$ cat src/design/wss_pkg.sv
// Shared constants, types and controller encodings for the windowed sample
// statistics block. Used by the interfaces, the controller, the datapath
// and the top level.
package wss_pkg;

   // Store geometry and field widths
   localparam int MAX_WINDOW  = 64;
   localparam int SAMPLE_BITS = 10;
   localparam int ADDR_W      = $clog2(MAX_WINDOW);
   localparam int COUNT_W     = $clog2(MAX_WINDOW + 1);
   localparam int PERIOD_W    = 16;
   localparam int TICKS_W     = 8;
   localparam int WINDOW_W    = 7;
   localparam int MEAN_W      = 14;
   localparam int FRAC_BITS   = 4;

   // Accumulator and divider widths
   localparam int SUM_W     = SAMPLE_BITS + COUNT_W;
   localparam int DIV_W     = SUM_W + FRAC_BITS;
   localparam int DIV_CNT_W = $clog2(DIV_W);

   // Configuration port
   localparam int CSR_IDX_W  = 8;
   localparam int CSR_DATA_W = 16;
   localparam logic [CSR_IDX_W-1:0] CSR_PERIOD_MS  = CSR_IDX_W'(0);
   localparam logic [CSR_IDX_W-1:0] CSR_WINDOW_LEN = CSR_IDX_W'(1);

   localparam logic [WINDOW_W-1:0] WINDOW_RESET = WINDOW_W'(16);

   // Controller states
   typedef enum logic [2:0] {
      ST_IDLE,
      ST_DECIDE,
      ST_WALK,
      ST_DRAIN,
      ST_DIV_INIT,
      ST_DIV,
      ST_STATS,
      ST_RESULT
   } wss_state_type;

   // Commands from controller to datapath
   typedef struct packed {
      logic accept;
      logic commit;
      logic walk_read;
      logic div_init;
      logic div_step;
      logic stats_load;
      logic rsp_load;
   } wss_cmd_type;

   // Status from datapath to controller
   typedef struct packed {
      logic take;
      logic walk_last;
      logic div_last;
      logic out_busy;
   } wss_status_type;

endpackage

$ cat src/design/wss_if.sv
// Valid/ready channel interfaces for poll items, result items and
// configuration writes. Depends on wss_pkg for the field widths.
interface wss_req_if import wss_pkg::*; ();
   logic                   valid;
   logic                   ready;
   logic [SAMPLE_BITS-1:0] adc_value;
   logic [TICKS_W-1:0]     ticks_passed;

   modport source (output valid, output adc_value, output ticks_passed, input ready);
   modport sink   (input valid, input adc_value, input ticks_passed, output ready);
endinterface

interface wss_rsp_if import wss_pkg::*; ();
   logic                   valid;
   logic                   ready;
   logic                   sampled;
   logic [SAMPLE_BITS-1:0] newest;
   logic [SAMPLE_BITS-1:0] window_min;
   logic [SAMPLE_BITS-1:0] window_max;
   logic [MEAN_W-1:0]      mean_x16;
   logic [COUNT_W-1:0]     fill_count;

   modport source (output valid, output sampled, output newest, output window_min,
                   output window_max, output mean_x16, output fill_count, input ready);
   modport sink   (input valid, input sampled, input newest, input window_min,
                   input window_max, input mean_x16, input fill_count, output ready);
endinterface

interface wss_csr_if import wss_pkg::*; ();
   logic                  valid;
   logic                  ready;
   logic [CSR_IDX_W-1:0]  index;
   logic [CSR_DATA_W-1:0] data;

   modport source (output valid, output index, output data, input ready);
   modport sink   (input valid, input index, input data, output ready);
endinterface

$ cat src/design/wss_controller.sv
// Sequencing state machine: accept a poll; if it stores a sample, walk the
// ring and run the serial divide; hand the item to the output register.
// Depends on wss_pkg.
module wss_controller import wss_pkg::*; (
   input  logic           clock,
   input  logic           reset,
   input  logic           req_valid,
   output logic           req_ready,
   input  wss_status_type status,
   output wss_cmd_type    cmd
);

   wss_state_type state_ff;
   wss_state_type state_in;

   // State register
   always_ff @(posedge clock) begin
      if (reset) begin
         state_ff <= ST_IDLE;
      end else begin
         state_ff <= state_in;
      end
   end

   // Next state and commands
   always_comb begin
      state_in  = state_ff;
      cmd       = '0;
      req_ready = 1'b0;
      unique case (state_ff)
         ST_IDLE: begin
            req_ready = 1'b1;
            if (req_valid) begin
               cmd.accept = 1'b1;
               state_in   = ST_DECIDE;
            end
         end
         ST_DECIDE: begin
            if (status.take) begin
               cmd.commit = 1'b1;
               state_in   = ST_WALK;
            end else begin
               state_in = ST_RESULT;
            end
         end
         ST_WALK: begin
            cmd.walk_read = 1'b1;
            if (status.walk_last) begin
               state_in = ST_DRAIN;
            end
         end
         ST_DRAIN: begin
            state_in = ST_DIV_INIT;
         end
         ST_DIV_INIT: begin
            cmd.div_init = 1'b1;
            state_in     = ST_DIV;
         end
         ST_DIV: begin
            cmd.div_step = 1'b1;
            if (status.div_last) begin
               state_in = ST_STATS;
            end
         end
         ST_STATS: begin
            cmd.stats_load = 1'b1;
            state_in       = ST_RESULT;
         end
         ST_RESULT: begin
            if (!status.out_busy) begin
               cmd.rsp_load = 1'b1;
               state_in     = ST_IDLE;
            end
         end
         default: begin
            state_in = ST_IDLE;
         end
      endcase
   end

endmodule

$ cat src/design/wss_datapath.sv
// Datapath: configuration registers, elapsed-time counter, sample ring,
// min/max/sum walk, restoring divider and the output register.
// Depends on wss_pkg; driven by wss_controller commands.
module wss_datapath import wss_pkg::*; (
   input  logic                   clock,
   input  logic                   reset,
   input  wss_cmd_type            cmd,
   output wss_status_type         status,
   // configuration writes
   input  logic                   csr_write,
   input  logic [CSR_IDX_W-1:0]   csr_index,
   input  logic [CSR_DATA_W-1:0]  csr_data,
   // poll payload
   input  logic [SAMPLE_BITS-1:0] req_adc_value,
   input  logic [TICKS_W-1:0]     req_ticks_passed,
   // result channel
   output logic                   rsp_valid,
   input  logic                   rsp_ready,
   output logic                   rsp_sampled,
   output logic [SAMPLE_BITS-1:0] rsp_newest,
   output logic [SAMPLE_BITS-1:0] rsp_window_min,
   output logic [SAMPLE_BITS-1:0] rsp_window_max,
   output logic [MEAN_W-1:0]      rsp_mean_x16,
   output logic [COUNT_W-1:0]     rsp_fill_count
);

   // Configuration and window state
   logic [PERIOD_W-1:0]    period_ff;
   logic [WINDOW_W-1:0]    window_ff;
   logic [PERIOD_W-1:0]    since_ff;
   logic [ADDR_W-1:0]      pos_ff;
   logic [COUNT_W-1:0]     count_ff;
   logic [SAMPLE_BITS-1:0] newest_ff;
   logic [SAMPLE_BITS-1:0] held_min_ff;
   logic [SAMPLE_BITS-1:0] held_max_ff;
   logic [MEAN_W-1:0]      held_mean_ff;
   logic                   take_ff;
   logic [SAMPLE_BITS-1:0] sample_ff;

   // Walk and divide
   logic [SAMPLE_BITS-1:0] ring_mem [MAX_WINDOW];
   logic [SAMPLE_BITS-1:0] rd_data_ff;
   logic [ADDR_W-1:0]      idx_ff;
   logic                   acc_en_ff;
   logic [SUM_W-1:0]       sum_ff;
   logic [SAMPLE_BITS-1:0] min_ff;
   logic [SAMPLE_BITS-1:0] max_ff;
   logic [COUNT_W-1:0]     rem_ff;
   logic [DIV_W-1:0]       quo_ff;
   logic [DIV_CNT_W-1:0]   div_cnt_ff;
   logic                   out_valid_ff;

   logic [COUNT_W-1:0]  len;
   logic [PERIOD_W:0]   since_sum;
   logic [PERIOD_W-1:0] since_next;
   logic                take_now;
   logic                window_write;
   logic [COUNT_W:0]    pos_inc;
   logic [COUNT_W:0]    div_shift;
   logic                div_ge;

   // Clamp window length to 1..MAX_WINDOW
   always_comb begin
      priority if (window_ff == '0) begin
         len = COUNT_W'(1);
      end else if (window_ff > WINDOW_W'(MAX_WINDOW)) begin
         len = COUNT_W'(MAX_WINDOW);
      end else begin
         len = COUNT_W'(window_ff);
      end
   end

   // Saturating elapsed time and the store decision
   assign since_sum  = {1'b0, since_ff} + (PERIOD_W + 1)'(req_ticks_passed);
   assign since_next = since_sum[PERIOD_W] ? '1 : since_sum[PERIOD_W-1:0];
   assign take_now   = (period_ff == '0) || (since_next >= period_ff) || (count_ff == '0);

   assign window_write = csr_write && (csr_index == CSR_WINDOW_LEN);
   assign pos_inc      = (COUNT_W + 1)'(pos_ff) + (COUNT_W + 1)'(1);

   // Configuration registers
   always_ff @(posedge clock) begin
      if (reset) begin
         period_ff <= '0;
         window_ff <= WINDOW_RESET;
      end else if (csr_write) begin
         if (csr_index == CSR_PERIOD_MS) begin
            period_ff <= csr_data[PERIOD_W-1:0];
         end
         if (window_write) begin
            window_ff <= csr_data[WINDOW_W-1:0];
         end
      end
   end

   // Window state: restart on reset or window length write
   always_ff @(posedge clock) begin
      if (reset || window_write) begin
         since_ff     <= '0;
         pos_ff       <= '0;
         count_ff     <= '0;
         newest_ff    <= '0;
         held_min_ff  <= '0;
         held_max_ff  <= '0;
         held_mean_ff <= '0;
      end else begin
         if (cmd.accept) begin
            since_ff <= since_next;
         end
         if (cmd.commit) begin
            since_ff  <= '0;
            newest_ff <= sample_ff;
            pos_ff    <= (pos_inc >= (COUNT_W + 1)'(len)) ? '0 : pos_inc[ADDR_W-1:0];
            count_ff  <= (count_ff >= len) ? len : count_ff + COUNT_W'(1);
         end
         if (cmd.stats_load) begin
            held_min_ff  <= min_ff;
            held_max_ff  <= max_ff;
            held_mean_ff <= quo_ff[MEAN_W-1:0];
         end
      end
   end

   // Latch the poll payload and its decision
   always_ff @(posedge clock) begin
      if (cmd.accept) begin
         sample_ff <= req_adc_value;
         take_ff   <= take_now;
      end
   end

   // Sample ring: one write port, one registered read port
   always_ff @(posedge clock) begin
      if (cmd.commit) begin
         ring_mem[pos_ff] <= sample_ff;
      end
      rd_data_ff <= ring_mem[idx_ff];
   end

   // Read index and read-data valid
   always_ff @(posedge clock) begin
      if (reset) begin
         acc_en_ff <= 1'b0;
      end else begin
         acc_en_ff <= cmd.walk_read;
      end
   end

   always_ff @(posedge clock) begin
      if (cmd.commit) begin
         idx_ff <= '0;
      end else if (cmd.walk_read) begin
         idx_ff <= idx_ff + ADDR_W'(1);
      end
   end

   // Accumulate sum, minimum and maximum over the filled entries
   always_ff @(posedge clock) begin
      if (cmd.commit) begin
         sum_ff <= '0;
         min_ff <= '1;
         max_ff <= '0;
      end else if (acc_en_ff) begin
         sum_ff <= sum_ff + SUM_W'(rd_data_ff);
         if (rd_data_ff < min_ff) begin
            min_ff <= rd_data_ff;
         end
         if (rd_data_ff > max_ff) begin
            max_ff <= rd_data_ff;
         end
      end
   end

   // Restoring divide of 16*sum by the fill count, one quotient bit a cycle
   assign div_shift = {rem_ff, quo_ff[DIV_W-1]};
   assign div_ge    = div_shift >= (COUNT_W + 1)'(count_ff);

   always_ff @(posedge clock) begin
      if (cmd.div_init) begin
         quo_ff     <= {sum_ff, {FRAC_BITS{1'b0}}};
         rem_ff     <= '0;
         div_cnt_ff <= '0;
      end else if (cmd.div_step) begin
         rem_ff     <= div_ge ? COUNT_W'(div_shift - (COUNT_W + 1)'(count_ff))
                              : COUNT_W'(div_shift);
         quo_ff     <= {quo_ff[DIV_W-2:0], div_ge};
         div_cnt_ff <= div_cnt_ff + DIV_CNT_W'(1);
      end
   end

   // Output register
   always_ff @(posedge clock) begin
      if (reset) begin
         out_valid_ff <= 1'b0;
      end else if (cmd.rsp_load) begin
         out_valid_ff <= 1'b1;
      end else if (rsp_ready) begin
         out_valid_ff <= 1'b0;
      end
   end

   always_ff @(posedge clock) begin
      if (cmd.rsp_load) begin
         rsp_sampled    <= take_ff;
         rsp_newest     <= newest_ff;
         rsp_window_min <= held_min_ff;
         rsp_window_max <= held_max_ff;
         rsp_mean_x16   <= held_mean_ff;
         rsp_fill_count <= count_ff;
      end
   end

   assign rsp_valid = out_valid_ff;

   // Status to the controller
   assign status.take      = take_ff;
   assign status.walk_last = (idx_ff == ADDR_W'(count_ff - COUNT_W'(1)));
   assign status.div_last  = (div_cnt_ff == DIV_CNT_W'(DIV_W - 1));
   assign status.out_busy  = out_valid_ff && !rsp_ready;

endmodule

$ cat src/design/windowed_sample_statistics.sv
// Top level of the windowed sample statistics block: controller, datapath
// and channel hookup. Depends on wss_pkg, wss_if, wss_controller, wss_datapath.
//
//   channel    direction  handshake     payload
//   req_chan   in         valid/ready   adc_value, ticks_passed
//   rsp_chan   out        valid/ready   sampled, newest, window_min, window_max,
//                                       mean_x16, fill_count
//   csr_chan   in         valid/ready   index, data (ready always high)
//
// A poll that stores no sample passes through the decide and result states to
// the output register. A poll that stores a sample first takes one ring read
// per filled entry, then a 21-step restoring divide.
// One item is in work at a time; the next poll is taken once the result sits
// in the output register, so a stalled output holds back at most one item.
// Synchronous reset clears control state; ring entries stay undefined, as
// only entries written since the last restart are ever read.
module windowed_sample_statistics import wss_pkg::*; (
   input logic       clock,
   input logic       reset,
   wss_req_if.sink   req_chan,
   wss_rsp_if.source rsp_chan,
   wss_csr_if.sink   csr_chan
);

   wss_cmd_type    cmd;
   wss_status_type status;

   assign csr_chan.ready = 1'b1;

   // Sequencer
   wss_controller u_controller (
      .clock     (clock),
      .reset     (reset),
      .req_valid (req_chan.valid),
      .req_ready (req_chan.ready),
      .status    (status),
      .cmd       (cmd)
   );

   // Storage and arithmetic
   wss_datapath u_datapath (
      .clock            (clock),
      .reset            (reset),
      .cmd              (cmd),
      .status           (status),
      .csr_write        (csr_chan.valid),
      .csr_index        (csr_chan.index),
      .csr_data         (csr_chan.data),
      .req_adc_value    (req_chan.adc_value),
      .req_ticks_passed (req_chan.ticks_passed),
      .rsp_valid        (rsp_chan.valid),
      .rsp_ready        (rsp_chan.ready),
      .rsp_sampled      (rsp_chan.sampled),
      .rsp_newest       (rsp_chan.newest),
      .rsp_window_min   (rsp_chan.window_min),
      .rsp_window_max   (rsp_chan.window_max),
      .rsp_mean_x16     (rsp_chan.mean_x16),
      .rsp_fill_count   (rsp_chan.fill_count)
   );

   // The block does not take another poll in the cycle after it takes one
   assert property (@(posedge clock) disable iff (reset)
      (req_chan.valid && req_chan.ready) |=> !req_chan.ready)
      else $error("poll taken while previous item still in work");

   // Every result follows a stored sample, so the window is never empty
   assert property (@(posedge clock) disable iff (reset)
      rsp_chan.valid |-> (rsp_chan.fill_count != '0)
                      && (rsp_chan.window_min <= rsp_chan.window_max))
      else $error("result with empty window or min above max");

   // Newest sample and mean lie within the window extremes
   assert property (@(posedge clock) disable iff (reset)
      rsp_chan.valid |-> (rsp_chan.newest >= rsp_chan.window_min)
                      && (rsp_chan.newest <= rsp_chan.window_max)
                      && (rsp_chan.mean_x16 >= MEAN_W'({rsp_chan.window_min, 4'b0000}))
                      && (rsp_chan.mean_x16 <= MEAN_W'({rsp_chan.window_max, 4'b0000})))
      else $error("result statistics inconsistent");

endmodule
$ cat src/flat_wrapper.sv
// flat-port wrapper written by rule: the top's interface ports become plain ports
module windowed_sample_statistics_flat import wss_pkg::*;
  (clock, reset, req_chan_valid, req_chan_adc_value, req_chan_ticks_passed, req_chan_ready, rsp_chan_valid, rsp_chan_sampled, rsp_chan_newest, rsp_chan_window_min, rsp_chan_window_max, rsp_chan_mean_x16, rsp_chan_fill_count, rsp_chan_ready, csr_chan_valid, csr_chan_index, csr_chan_data, csr_chan_ready);
  wss_req_if req_chan_i ();
  wss_rsp_if rsp_chan_i ();
  wss_csr_if csr_chan_i ();
  input logic clock;
  input logic reset;
  input wire logic [$bits(req_chan_i.valid)-1:0] req_chan_valid;
  input wire logic [$bits(req_chan_i.adc_value)-1:0] req_chan_adc_value;
  input wire logic [$bits(req_chan_i.ticks_passed)-1:0] req_chan_ticks_passed;
  output wire logic [$bits(req_chan_i.ready)-1:0] req_chan_ready;
  output wire logic [$bits(rsp_chan_i.valid)-1:0] rsp_chan_valid;
  output wire logic [$bits(rsp_chan_i.sampled)-1:0] rsp_chan_sampled;
  output wire logic [$bits(rsp_chan_i.newest)-1:0] rsp_chan_newest;
  output wire logic [$bits(rsp_chan_i.window_min)-1:0] rsp_chan_window_min;
  output wire logic [$bits(rsp_chan_i.window_max)-1:0] rsp_chan_window_max;
  output wire logic [$bits(rsp_chan_i.mean_x16)-1:0] rsp_chan_mean_x16;
  output wire logic [$bits(rsp_chan_i.fill_count)-1:0] rsp_chan_fill_count;
  input wire logic [$bits(rsp_chan_i.ready)-1:0] rsp_chan_ready;
  input wire logic [$bits(csr_chan_i.valid)-1:0] csr_chan_valid;
  input wire logic [$bits(csr_chan_i.index)-1:0] csr_chan_index;
  input wire logic [$bits(csr_chan_i.data)-1:0] csr_chan_data;
  output wire logic [$bits(csr_chan_i.ready)-1:0] csr_chan_ready;
  assign req_chan_i.valid = req_chan_valid;
  assign req_chan_i.adc_value = req_chan_adc_value;
  assign req_chan_i.ticks_passed = req_chan_ticks_passed;
  assign req_chan_ready = req_chan_i.ready;
  assign rsp_chan_valid = rsp_chan_i.valid;
  assign rsp_chan_sampled = rsp_chan_i.sampled;
  assign rsp_chan_newest = rsp_chan_i.newest;
  assign rsp_chan_window_min = rsp_chan_i.window_min;
  assign rsp_chan_window_max = rsp_chan_i.window_max;
  assign rsp_chan_mean_x16 = rsp_chan_i.mean_x16;
  assign rsp_chan_fill_count = rsp_chan_i.fill_count;
  assign rsp_chan_i.ready = rsp_chan_ready;
  assign csr_chan_i.valid = csr_chan_valid;
  assign csr_chan_i.index = csr_chan_index;
  assign csr_chan_i.data = csr_chan_data;
  assign csr_chan_ready = csr_chan_i.ready;
  windowed_sample_statistics u_core (.clock(clock), .reset(reset), .req_chan(req_chan_i), .rsp_chan(rsp_chan_i), .csr_chan(csr_chan_i));
endmodule
$ cat config.mk
export PLATFORM = sky130hd
export DESIGN_NAME = windowed_sample_statistics_flat
export DESIGN_NICKNAME = d
export VERILOG_FILES = /design/src/design/wss_pkg.sv /design/src/design/wss_if.sv /design/src/design/wss_controller.sv /design/src/design/wss_datapath.sv /design/src/design/windowed_sample_statistics.sv /design/src/flat_wrapper.sv
export SDC_FILE = /design/constraint.sdc
export NUM_CORES = 1
export LEC_CHECK = 0
export BUFFER_PORTS_ARGS = -buffer_cell sky130_fd_sc_hd__buf_4
export CAP_MARGIN = 20
export CORE_MARGIN = 2
export CORE_UTILIZATION = 37
export DETAILED_ROUTE_END_ITERATION = 16
export PLACE_DENSITY_LB_ADDON = 0.25
export SLEW_MARGIN = 25
export SYNTH_ARGS = -nofsm -noshare
export SYNTH_HDL_FRONTEND = slang
export SYNTH_SLANG_ARGS = --single-unit
$ cat constraint.sdc
create_clock -name clock -period 3.89 [get_ports clock]
set_clock_uncertainty 0.15 [all_clocks]
set_input_delay 0 -clock clock [delete_from_list [all_inputs] [get_ports clock]]
set_output_delay 0 -clock clock [all_outputs]
set_load 0.01 [all_outputs]
* Yosys cells after proc, flatten, opt, wreduce, memory -nomap -nowiden
Memory sizes are Yosys's and may differ from the RTL's. A register that Yosys moved wholly into a read port is not among the register bits.
Cells that the tools add are included.
** Cells by class
- $add $sub $neg :: 8
- $mul :: 0
- Divide/modulo/power cells :: 0
- Magnitude comparators :: 7
- Equality and inequality tests :: 14
- Shift operators :: 0
- Mux-type cells :: 29
- Bitwise logic cells :: 0
- Reductions and logical operators :: 19
** Operators by type and width (count)
- $mux 21 :: 2
- $mux 7 :: 4
- $pmux 3 s8 :: 1
- $add 16x8->17 :: 1
- $add 17x10->17 :: 1
- $ge 16x16->1 :: 1
- $logic_not 16->1 :: 1
- $mux 16 :: 1
- $mux 1 :: 15
- $mux 3 :: 5
- $ge 7x7->1 :: 2
- $logic_not 7->1 :: 2
- $eq 3x3->1 const B :: 4
- $gt 10x10->1 :: 1
- $lt 10x10->1 :: 1
- $eq 8x1->1 const B :: 1
- $ge 8x7->1 :: 1
- $logic_not 8->1 :: 1
- $reduce_and 2->1 :: 4
- $add 6x1->7 const B :: 1
- $add 7x1->7 const B :: 1
- $gt 7x7->1 const B :: 1
- $sub 7x7->7 :: 1
- $add 6x1->6 const B :: 1
- other kinds (16) :: 23
** Word-level totals
- Flip-flop bits (word level) :: 240
- Bits in latches :: 0
- Memory bits (writable) :: 640
- Memory bits (read-only) :: 0
- Input port bits :: 47
- Output and inout bits :: 55
- Word-level logic and storage cells :: 106
- Memories kept :: 1
** Memory list
- u_core.u_datapath.ring_mem :: depth 64, bits a word 10, read ports 1, clocked after memory_dff 1, wr ports 1, line wss_datapath.sv:41 : logic [SAMPLE_BITS-1:0] ring_mem [MAX_WINDOW];

* Longest topological paths before layout
Gate-level depths: netlist of the first run.
- Depth after elaboration :: 5
- Depth in mapped cells :: 16
- Depth with buffers taken out :: 15

* Cells and area by module
From an unflattened synthesis of the first run, not the netlist that was laid out.
** Second synthesis, totals
- Cells, all modules :: 2362
- Area, all modules :: 36756.5 µm²
** By module, submodules not included
- wss_datapath :: times used 1, cells an instance 2333, area each 36521.3 µm²
- wss_controller :: times used 1, cells an instance 27, area each 224.0 µm²
- windowed_sample_statistics :: times used 1, cells an instance 2, area each 11.3 µm²

* Least setup slack after synthesis of the first run
Ideal clock, no wire load.
- Path type :: reg2reg
- From :: reg u_core.u_controller.state_ff[0]
- To :: reg u_core.u_datapath.rsp_fill_count[0] (enable)
- Library setup time :: 465 ps
- Arrival time :: 3353 ps
- Path slack :: -77 ps
- Stages on the path, launching flop included :: 5
- Clock period less this slack :: 3967 ps
- Cells stage by stage :: dfxtp_1 clkbuf_1 clkbuf_1 nand3_1 nor2_1
** RTL lines
- from (decl) :: line wss_controller.sv:13 : wss_state_type state_ff;
- from (signal assigned) :: line wss_controller.sv:21 : state_ff <= state_in;
- to (signal assigned) :: line wss_datapath.sv:209 : rsp_fill_count <= count_ff;
- to (decl) :: line wss_datapath.sv:24 : output logic [COUNT_W-1:0] rsp_fill_count

* Worst setup path after layout of the first run
- From :: reg u_core.u_datapath.since_ff[0]
- To :: reg u_core.u_datapath.take_ff (data pin)
** On the way
- Longest elaborated chain between the ends :: 5
** RTL lines
- from (decl) :: line wss_datapath.sv:30 : logic [PERIOD_W-1:0] since_ff;
- from (signal assigned) :: line wss_datapath.sv:108 : since_ff <= since_next;
- $add 16x8->17 :: line wss_datapath.sv:74 : assign since_sum = {1'b0, since_ff} + (PERIOD_W + 1)'(req_ticks_passed);
- $mux 16 :: line wss_datapath.sv:75 : assign since_next = since_sum[PERIOD_W] ? '1 : since_sum[PERIOD_W-1:0];
- $ge 16x16->1 :: line wss_datapath.sv:76 : assign take_now = (period_ff == '0) || (since_next >= period_ff) || (count_ff == '0);
- $logic_or 1x1->1 (2 in a row) :: line wss_datapath.sv:76
- via u_core.u_datapath.take_now :: line wss_datapath.sv:56 : logic take_now;
- to (signal assigned) :: line wss_datapath.sv:128 : take_ff <= take_now;
- to (decl) :: line wss_datapath.sv:37 : logic take_ff;
The timed path passes the listed nets, and every way through them passes these cells.
A chain may end at the register's enable or synchronous reset.

==> results.md, run 1 <==
- Final-report max-slew violation count: 0
- Worst slack, placed: 0.143 ns
- Syn-to-layout area delta: 17.6%
- Worst vdd ir: 446 µV
- Async SR Flop Fraction: 0%
- Switch share: 28.0%
- Outcome: finished, final reports clean
- Hold Vio Cnt, Final: 0
- Yosys reg bits: 890
- Crit path max-delay family: compound AO/OA/AOI/OAI gates
- Synth Cell Area: 36800 µm²
- Setup ws final: 0.340 ns
- Synth cell count leaders: edfxtp_1 (720), nor2_1 (198), dfxtp_1 (170)
- Hold Crit Class: input pin to register
- H-tree levels: 3
- CTS tree: built
- Num CTS Buffers: 92
- Net count after synthesis: 2525
- Fin crit share: 91.3%
- First-pass GRT wire length: 136 mm
- Global route overflow: 0
- Top post-synthesis cells by area: edfxtp_1 (59%), dfxtp_1 (9.2%), mux4_2 (7.6%)
- Final-report setup violation count: 0
- Slowest cell on crit path: fa_1
- Worst slew pin tran: 1.04 ns
- Initial Utilization: 37.4%
- Final Util: 44.0%
- FF-to-FF End: u_core.u_datapath.take_ff$_DFFE_PP_
- FF-to-FF path depth: 14
- Die area: 102000 µm²
- Filler Cell Count: 8659
- Crit path largest cell delay: 0.41 ns
- CTS sink count: 890
- Detailed Route Iter0 Violations: 1635
- CTS Root Cell: clkbuf_16
- # port buffers: 100
- Vias per cell: 5.37
- Main flop type after synthesis: edfxtp_1
- GPL Wtd Cong: 0.848
- I/O Pins: 102
- Diodes inserted: 0
- Routed Antenna Nets: 0
- Tmin final: 3.55 ns
- Number of flops mapped to enable cells by yosys: 720
- PnR Total Power: 0.0256 W
- First-pass detailed-route iteration total: 5
- Initial antenna violation count: 0
- WP data arrival: 3.79 ns
- Core area: 98600 µm²
- Critical path capture point type: register
- Yosys top cell area share: 58.7%
- Worst path required time: 4.13 ns
- Clock buffer depth: 3
- CP Buf/Inv Count: 0
- Cell chain of the critical path: ha_1 > fa_1 > a21o_1 > a21oi_2 > o211a_4 > nor3_4 > nor2_1 > ha_1 > nand2b_1 > a21o_1 > a21o_1 > a21o_1 > a211oi_1 > o21ai_0
- Startpoint Class: register
- Net switching power figure: 0.00718 W
- HPWL after DPL: 56.5 mm
- Combinational Power Share: 21.5%
- Max Fclk: 282 MHz
- RSZ-0062 raised after global routing: false
- Min-Delay Startpoint: csr_chan_index[4]
- Synth cell types: 81
- Number of global-route vias before repair: 22000
- Post-Route WL: 90.0 mm
- Hold Path Stages: 5
- Clock network fraction of total power: 34.4%
- Most Frequent Cell on Critical Path: a21o_1
- Worst skew pair latency: 0.65 ns
- Die Wd: 320 µm
- Wire per inst: 22.3 µm
- Hold WS: 0.0218 ns
- Detailed-route DRC error count: 0
- Seq/Total Area, Yosys: 67.9%
- Setup TNS: 0 ns
- Setup Buffers After CTS: 0
- Max FO, Critical Path: 10
- Die height: 320 µm
- P_int: 0.0184 W
- Syn avg cell area: 15.4 µm²
- Via count: 21600
- Post-synthesis cell count: 2395
- Relative slew margins: 30.8%
- R2R Setup Slk: 0.34 ns
- Power Density: 592 nW/µm²
- Yosys warnings: 0
- Reg power frac: 44.1%
- Share of cells above drive strength 1: 19.0%
- Crit path kind: register to register
- Largest net degree at the start of global routing: 67
- GRT Total Usage: 17.5%
- Worst Hold End: u_core.u_datapath.window_ff[3]$_SDFFE_PP0P_
- FP Rows: 115
- Clk slew on worst S/H paths: 0.06 ns
- Worst r2r src: u_core.u_datapath.since_ff[0]$_SDFFE_PP0P_
- Leakage: 14.5 nW
- Synth area leader: edfxtp_1
- Final Net Count: 2795
- Most frequent cell after synthesis: edfxtp_1
- Max cap viols: 0
## how the worst max path moves through the flow
stage | start | to | slack (ns) | cells past startpoint
after floorplan | u_core.u_datapath.since_ff[0]$_SDFFE_PP0P_ | u_core.u_datapath.take_ff$_DFFE_PP_ | 0.36 | 16
after global placement | u_core.u_datapath.since_ff[0]$_SDFFE_PP0P_ | u_core.u_datapath.take_ff$_DFFE_PP_ | 0.18 | 15
after detailed placement | u_core.u_datapath.since_ff[0]$_SDFFE_PP0P_ | u_core.u_datapath.take_ff$_DFFE_PP_ | 0.14 | 15
after CTS | u_core.u_datapath.since_ff[0]$_SDFFE_PP0P_ | u_core.u_datapath.take_ff$_DFFE_PP_ | 0.14 | 15
after global routing | u_core.u_datapath.since_ff[0]$_SDFFE_PP0P_ | u_core.u_datapath.take_ff$_DFFE_PP_ | 0.07 | 14
final | u_core.u_datapath.since_ff[0]$_SDFFE_PP0P_ | u_core.u_datapath.take_ff$_DFFE_PP_ | 0.34 | 14
## kinds of logic (layout without fill, tap and decap cells)
family / Yosys count / in the layout / share of synthesized area, %
fa+ha+maj: 83 / 83 / 2.88
buf+inv: 186 / 534 / 2.62
simple gates: 544 / 544 / 6.64
flops: 890 / 890 / 67.9
compound gates: 371 / 371 / 6.62
mux: 295 / 295 / 12.7
xor+xnor: 25 / 25 / 0.595
other cells: 1 / 1 / 0.0102
## area by class of cell
class / count / area (µm²) / share of cell area (%)
clock inverter: 42 / 444 / 1.03
multi-input combinational: 1319 / 10900 / 25.2
tap: 1287 / 1610 / 3.72
inverter: 63 / 236 / 0.546
timing repair buffer: 299 / 2500 / 5.76
clock buffer: 130 / 2600 / 6.00
sequential: 890 / 25000 / 57.8
## power by group through the flow
stage	Combinational [W]	Sequential, W	Clock [W]
6_report	0.00551	0.0113	0.00882
4_1_cts	0.00556	0.0113	0.00904
2_1_floorplan	0.00407	0.0113	0
3_5_place_dp	0.00546	0.0115	0
5_1_grt	0.00599	0.0114	0.00936
3_3_place_gp	0.00537	0.0115	0
## worst reg2reg max path, stage by stage, from the launching register on
cell and delay, ns:
dfxtp_1 0.32, ha_1 0.21, fa_1 0.41, a21o_1 0.21, a21oi_2 0.24, o211a_4 0.25
nor3_4 0.09, nor2_1 0.18, ha_1 0.24, nand2b_1 0.14, a21o_1 0.17, a21o_1 0.18
a21o_1 0.17, a211oi_1 0.23, o21ai_0 0.11
## flip-flops by register name, indices dropped and copies added (netlist names), 10 cells and up
register	flops
u_core.u_datapath.min_ff	10
u_core.u_datapath.rd_data_ff	10
u_core.u_datapath.quo_ff	21
u_core.u_datapath.held_min_ff	10
u_core.u_datapath.rsp_newest	10
u_core.u_datapath.rsp_window_min	10
u_core.u_datapath.newest_ff	10
u_core.u_datapath.ring_mem	640
u_core.u_datapath.period_ff	16
u_core.u_datapath.sum_ff	17
u_core.u_datapath.held_mean_ff	14
u_core.u_datapath.sample_ff	10
u_core.u_datapath.max_ff	10
u_core.u_datapath.rsp_window_max	10
u_core.u_datapath.held_max_ff	10
u_core.u_datapath.since_ff	16
u_core.u_datapath.rsp_mean_x16	14
## through the flow
step / area, µm² / instances
after CTS: 43300 / 4030
final: 43300 / 4030
after global placement: 39500 / 3782
after floorplan: 36800 / 2395
after global routing: 43300 / 4030
after detailed placement: 39500 / 3782
## layer usage
layer	up-vias	track usage (%)	share of wire, %
met4	0	5.04	2.4
met1	11100	23.3	43
met3	146	2.77	5.5
met2	573	29.5	49
met5	-	0	0
li1	9823	-	-
## cells in the final DEF (no fill, tap or decap), drive strengths merged, types with 13 or more instances in the layout
master         n
o22ai         26
o21a          13
mux2i        154
nor2b         20
mux4         134
nor2         199
xor2          13
a211oi        48
a21oi         99
nand3         47
inv           64
dfxtp        170
nand2        162
o21ai         69
nor3          35
edfxtp       720
dlygate4sd3   76
clkbuf       130
buf          223
clkinv        27
a21o          19
ha            80
## timing repair
item | CTS | global route
resized for setup | 0 | 4
hold buffers | 76 | 0
endpoints found under the setup margin | 0 | 1
endpoints found under the hold margin | 62 | 0
Note: power is estimated with default switching activity, not from simulation.
==> run 2, diff against run 1 <==
--- a/config.mk
+++ b/config.mk
@@ -10,6 +10,7 @@
 export CORE_MARGIN = 2
 export CORE_UTILIZATION = 37
 export DETAILED_ROUTE_END_ITERATION = 16
+export GPL_TIMING_DRIVEN = 0
 export PLACE_DENSITY_LB_ADDON = 0.25
 export SLEW_MARGIN = 25
 export SYNTH_ARGS = -nofsm -noshare
==> results.md, run 2 (same netlist as run 1, synthesis figures left out) <==
- Number of flip-flops in the largest register: 640 (unchanged)
- CTS sink count: 890 (unchanged)
- I/O Pins: 102 (unchanged)
- Slowest cell on crit path: a211oi_1
- Max FO, Critical Path: 11 (+1)
- Die height: 320 µm (unchanged)
- Clock buffer depth: 3 (unchanged)
- Via count: 22500 (+4.0%)
- GPL Wtd Cong: 0.900 (+6.0%)
- Worst slew pin tran: 1.13 ns (+0.0886 ns)
- Largest regs: u_core.u_datapath.ring_mem x640, u_core.u_datapath.quo_ff x21, u_core.u_datapath.sum_ff x17
- Worst vdd ir: 370 µV (-17%)
- Tmin final: 3.79 ns (+0.236 ns)
- Final Net Count: 2841 (+1.6%)
- Number of global-route vias before repair: 22500 (+2.4%)
- Num CTS Buffers: 94 (+2.2%)
- Die area: 102000 µm² (unchanged)
- Crit path kind: register to register
- Relative slew margins: 24.6% (-6.2 points)
- Largest net degree at the start of global routing: 28 (-58%)
- Critical path capture point type: register
- WP data arrival: 4.13 ns (+0.34 ns)
- Most Frequent Cell on Critical Path: buf_2
- Power Density: 607 nW/µm² (+2.5%)
- # port buffers: 100 (unchanged)
- Routed Antenna Nets: 0 (unchanged)
- Final-report setup violation count: 0 (unchanged)
- Final-report max-slew violation count: 0 (unchanged)
- P_int: 0.0187 W (+1.2%)
- Clock network fraction of total power: 33.9% (-0.5 points)
- Startpoint Class: register
- Filler Cell Count: 8527 (-1.5%)
- R2R Setup Slk: 0.10 ns (-0.24 ns)
- Share of cells above drive strength 1: 19.5% (+0.54 points)
- Wire per inst: 25.4 µm (+14%)
- HPWL after DPL: 71.2 mm (+26%)
- Initial antenna violation count: 3 (+3)
- Worst skew pair latency: 0.68 ns (+0.03 ns)
- Leakage: 14.6 nW (+0.52%)
- Core area: 98600 µm² (unchanged)
- RSZ-0062 raised after global routing: false
- Max cap viols: 0 (unchanged)
- Outcome: finished, final reports clean
- Post-Route WL: 103 mm (+15%)
- Initial Utilization: 37.4% (unchanged)
- Cell chain of the critical path: buf_6 > buf_2 > buf_2 > buf_2 > a211oi_1 > a221o_1 > a211oi_1
- Die Wd: 320 µm (unchanged)
- Syn-to-layout area delta: 19.6%
- First-pass detailed-route iteration total: 6 (+1)
- FP Rows: 115 (unchanged)
- GRT Total Usage: 20.0% (+2.5 points)
- H-tree levels: 3 (unchanged)
- CTS Root Cell: clkbuf_16
- Combinational Power Share: 24.2% (+2.7 points)
- CTS tree: built
- Crit path largest cell delay: 0.68 ns (+0.27 ns)
- Worst slack, placed: -0.582 ns (-0.725 ns)
- Max Fclk: 264 MHz (-6.2%)
- Fin crit share: 97.3% (+6.1 points)
- Commonest non-fill, non-tap cell in the layout: edfxtp_1
- Hold Crit Class: input pin to register
- Reg power frac: 41.9% (-2.2 points)
- Most frequent cells in the layout: edfxtp_1 (720), dfxtp_1 (170), nand2_1 (161)
- First-pass GRT wire length: 150 mm (+10%)
- Hold Vio Cnt, Final: 0 (unchanged)
- Worst path required time: 4.23 ns (+0.10 ns)
- Setup ws final: 0.104 ns (-0.236 ns)
- Detailed Route Iter0 Violations: 2247 (+37%)
- Clk slew on worst S/H paths: 0.06 ns (about the same)
- Switch share: 30.1% (+2.1 points)
- Detailed-route DRC error count: 0 (unchanged)
- Net switching power figure: 0.00806 W (+12%)
- Global route overflow: 0 (unchanged)
- Most flops, register: u_core.u_datapath.ring_mem
- Post-route insts no fill: 4073 (+1.1%)
- Vias per cell: 5.52 (+2.9%)
- Placed cells: 3816 (+0.90%)
## run 2: cell types whose count changed in the layout (fill, tap and decap cells not counted), sizes merged
cell         delta
clkbuf         +42
clkinv         +11
buf            -25
dlygate4sd3    +11
clkinvlp        -3
inv             +3
bufinv          +3
diode           +1
## run 2: power by group through the flow
stage | clock network (W) | registers (W) | logic (W)
floorplan | 0 | 0.0113 | 0.00407
global placement | 0 | 0.0116 | 0.00596
detailed placement | 0 | 0.0114 | 0.00637
CTS | 0.00917 | 0.0112 | 0.00647
global route | 0.00955 | 0.0112 | 0.00689
finish | 0.00905 | 0.0112 | 0.00648
## run 2: layer usage
layer	GRT usage, %	routed length [µm]	vias up
li1	-	-	9932
met1	25.7	42500	11500
met2	33.9	50400	840
met3	3.66	6960	185
met4	7.16	3480	4
met5	0	35	-
## run 2: through the flow
step	util, %	hold WS, ns	cell area, µm²	power, W	TNS (ns)
after floorplan	-	-0.0511	36800	0.0154	0
after global placement	39.8	0.0290	39200	0.0176	-108.72
after detailed placement	40.4	0.0296	39800	0.0178	-106.58
after CTS	44.6	0.00482	43900	0.0268	-10.94
after global routing	44.7	0.0432	44100	0.0277	0
final	44.7	0.0170	44100	0.0267	0
## run 2: final timing paths
kind / from / endpoint / cells past startpoint
max: u_core.u_datapath.idx_ff[1]$_SDFFE_PP0P_ / u_core.u_datapath.rd_data_ff[5]$_DFF_P_ / 7
min: csr_chan_data[2] / u_core.u_datapath.window_ff[2]$_SDFFE_PP0P_ / 4
max reg2reg: u_core.u_datapath.idx_ff[1]$_SDFFE_PP0P_ / u_core.u_datapath.rd_data_ff[5]$_DFF_P_ / 7
min reg2reg: u_core.u_datapath.held_mean_ff[1]$_SDFFE_PP0P_ / u_core.u_datapath.rsp_mean_x16[1]$_DFFE_PP_ / 0
## run 2: repair_timing
| action | CTS | global route |
|---|---|---|
| resized for setup | 41 | 17 |
| hold endpoints to repair | 67 | 0 |
| setup endpoints to repair | 321 | 291 |
| hold buffers | 87 | 0 |
| pin swaps | 0 | 1 |
| buffers inserted | 0 | 0 |
| gates cloned | 0 | 0 |
## run 2: layout make-up
class	count	area, µm²	area share (%)
well taps	1287	1610	3.66
inverters	63	236	0.537
diodes	1	2.50	0.00568
flip-flops and latches	890	25000	56.8
multi-input cells	1319	11200	25.4
repair buffers	221	2170	4.93
plain buffers	122	726	1.65
clock inverters	56	638	1.45
clock buffers	114	2450	5.56
## run 2: critical path: cells and delay by family (launching register included)
kind                   cells  cell delay, ns
flip-flops                 1            0.36
AO/OA/AOI/OAI              3            1.39
buffers and inverters      4            1.65
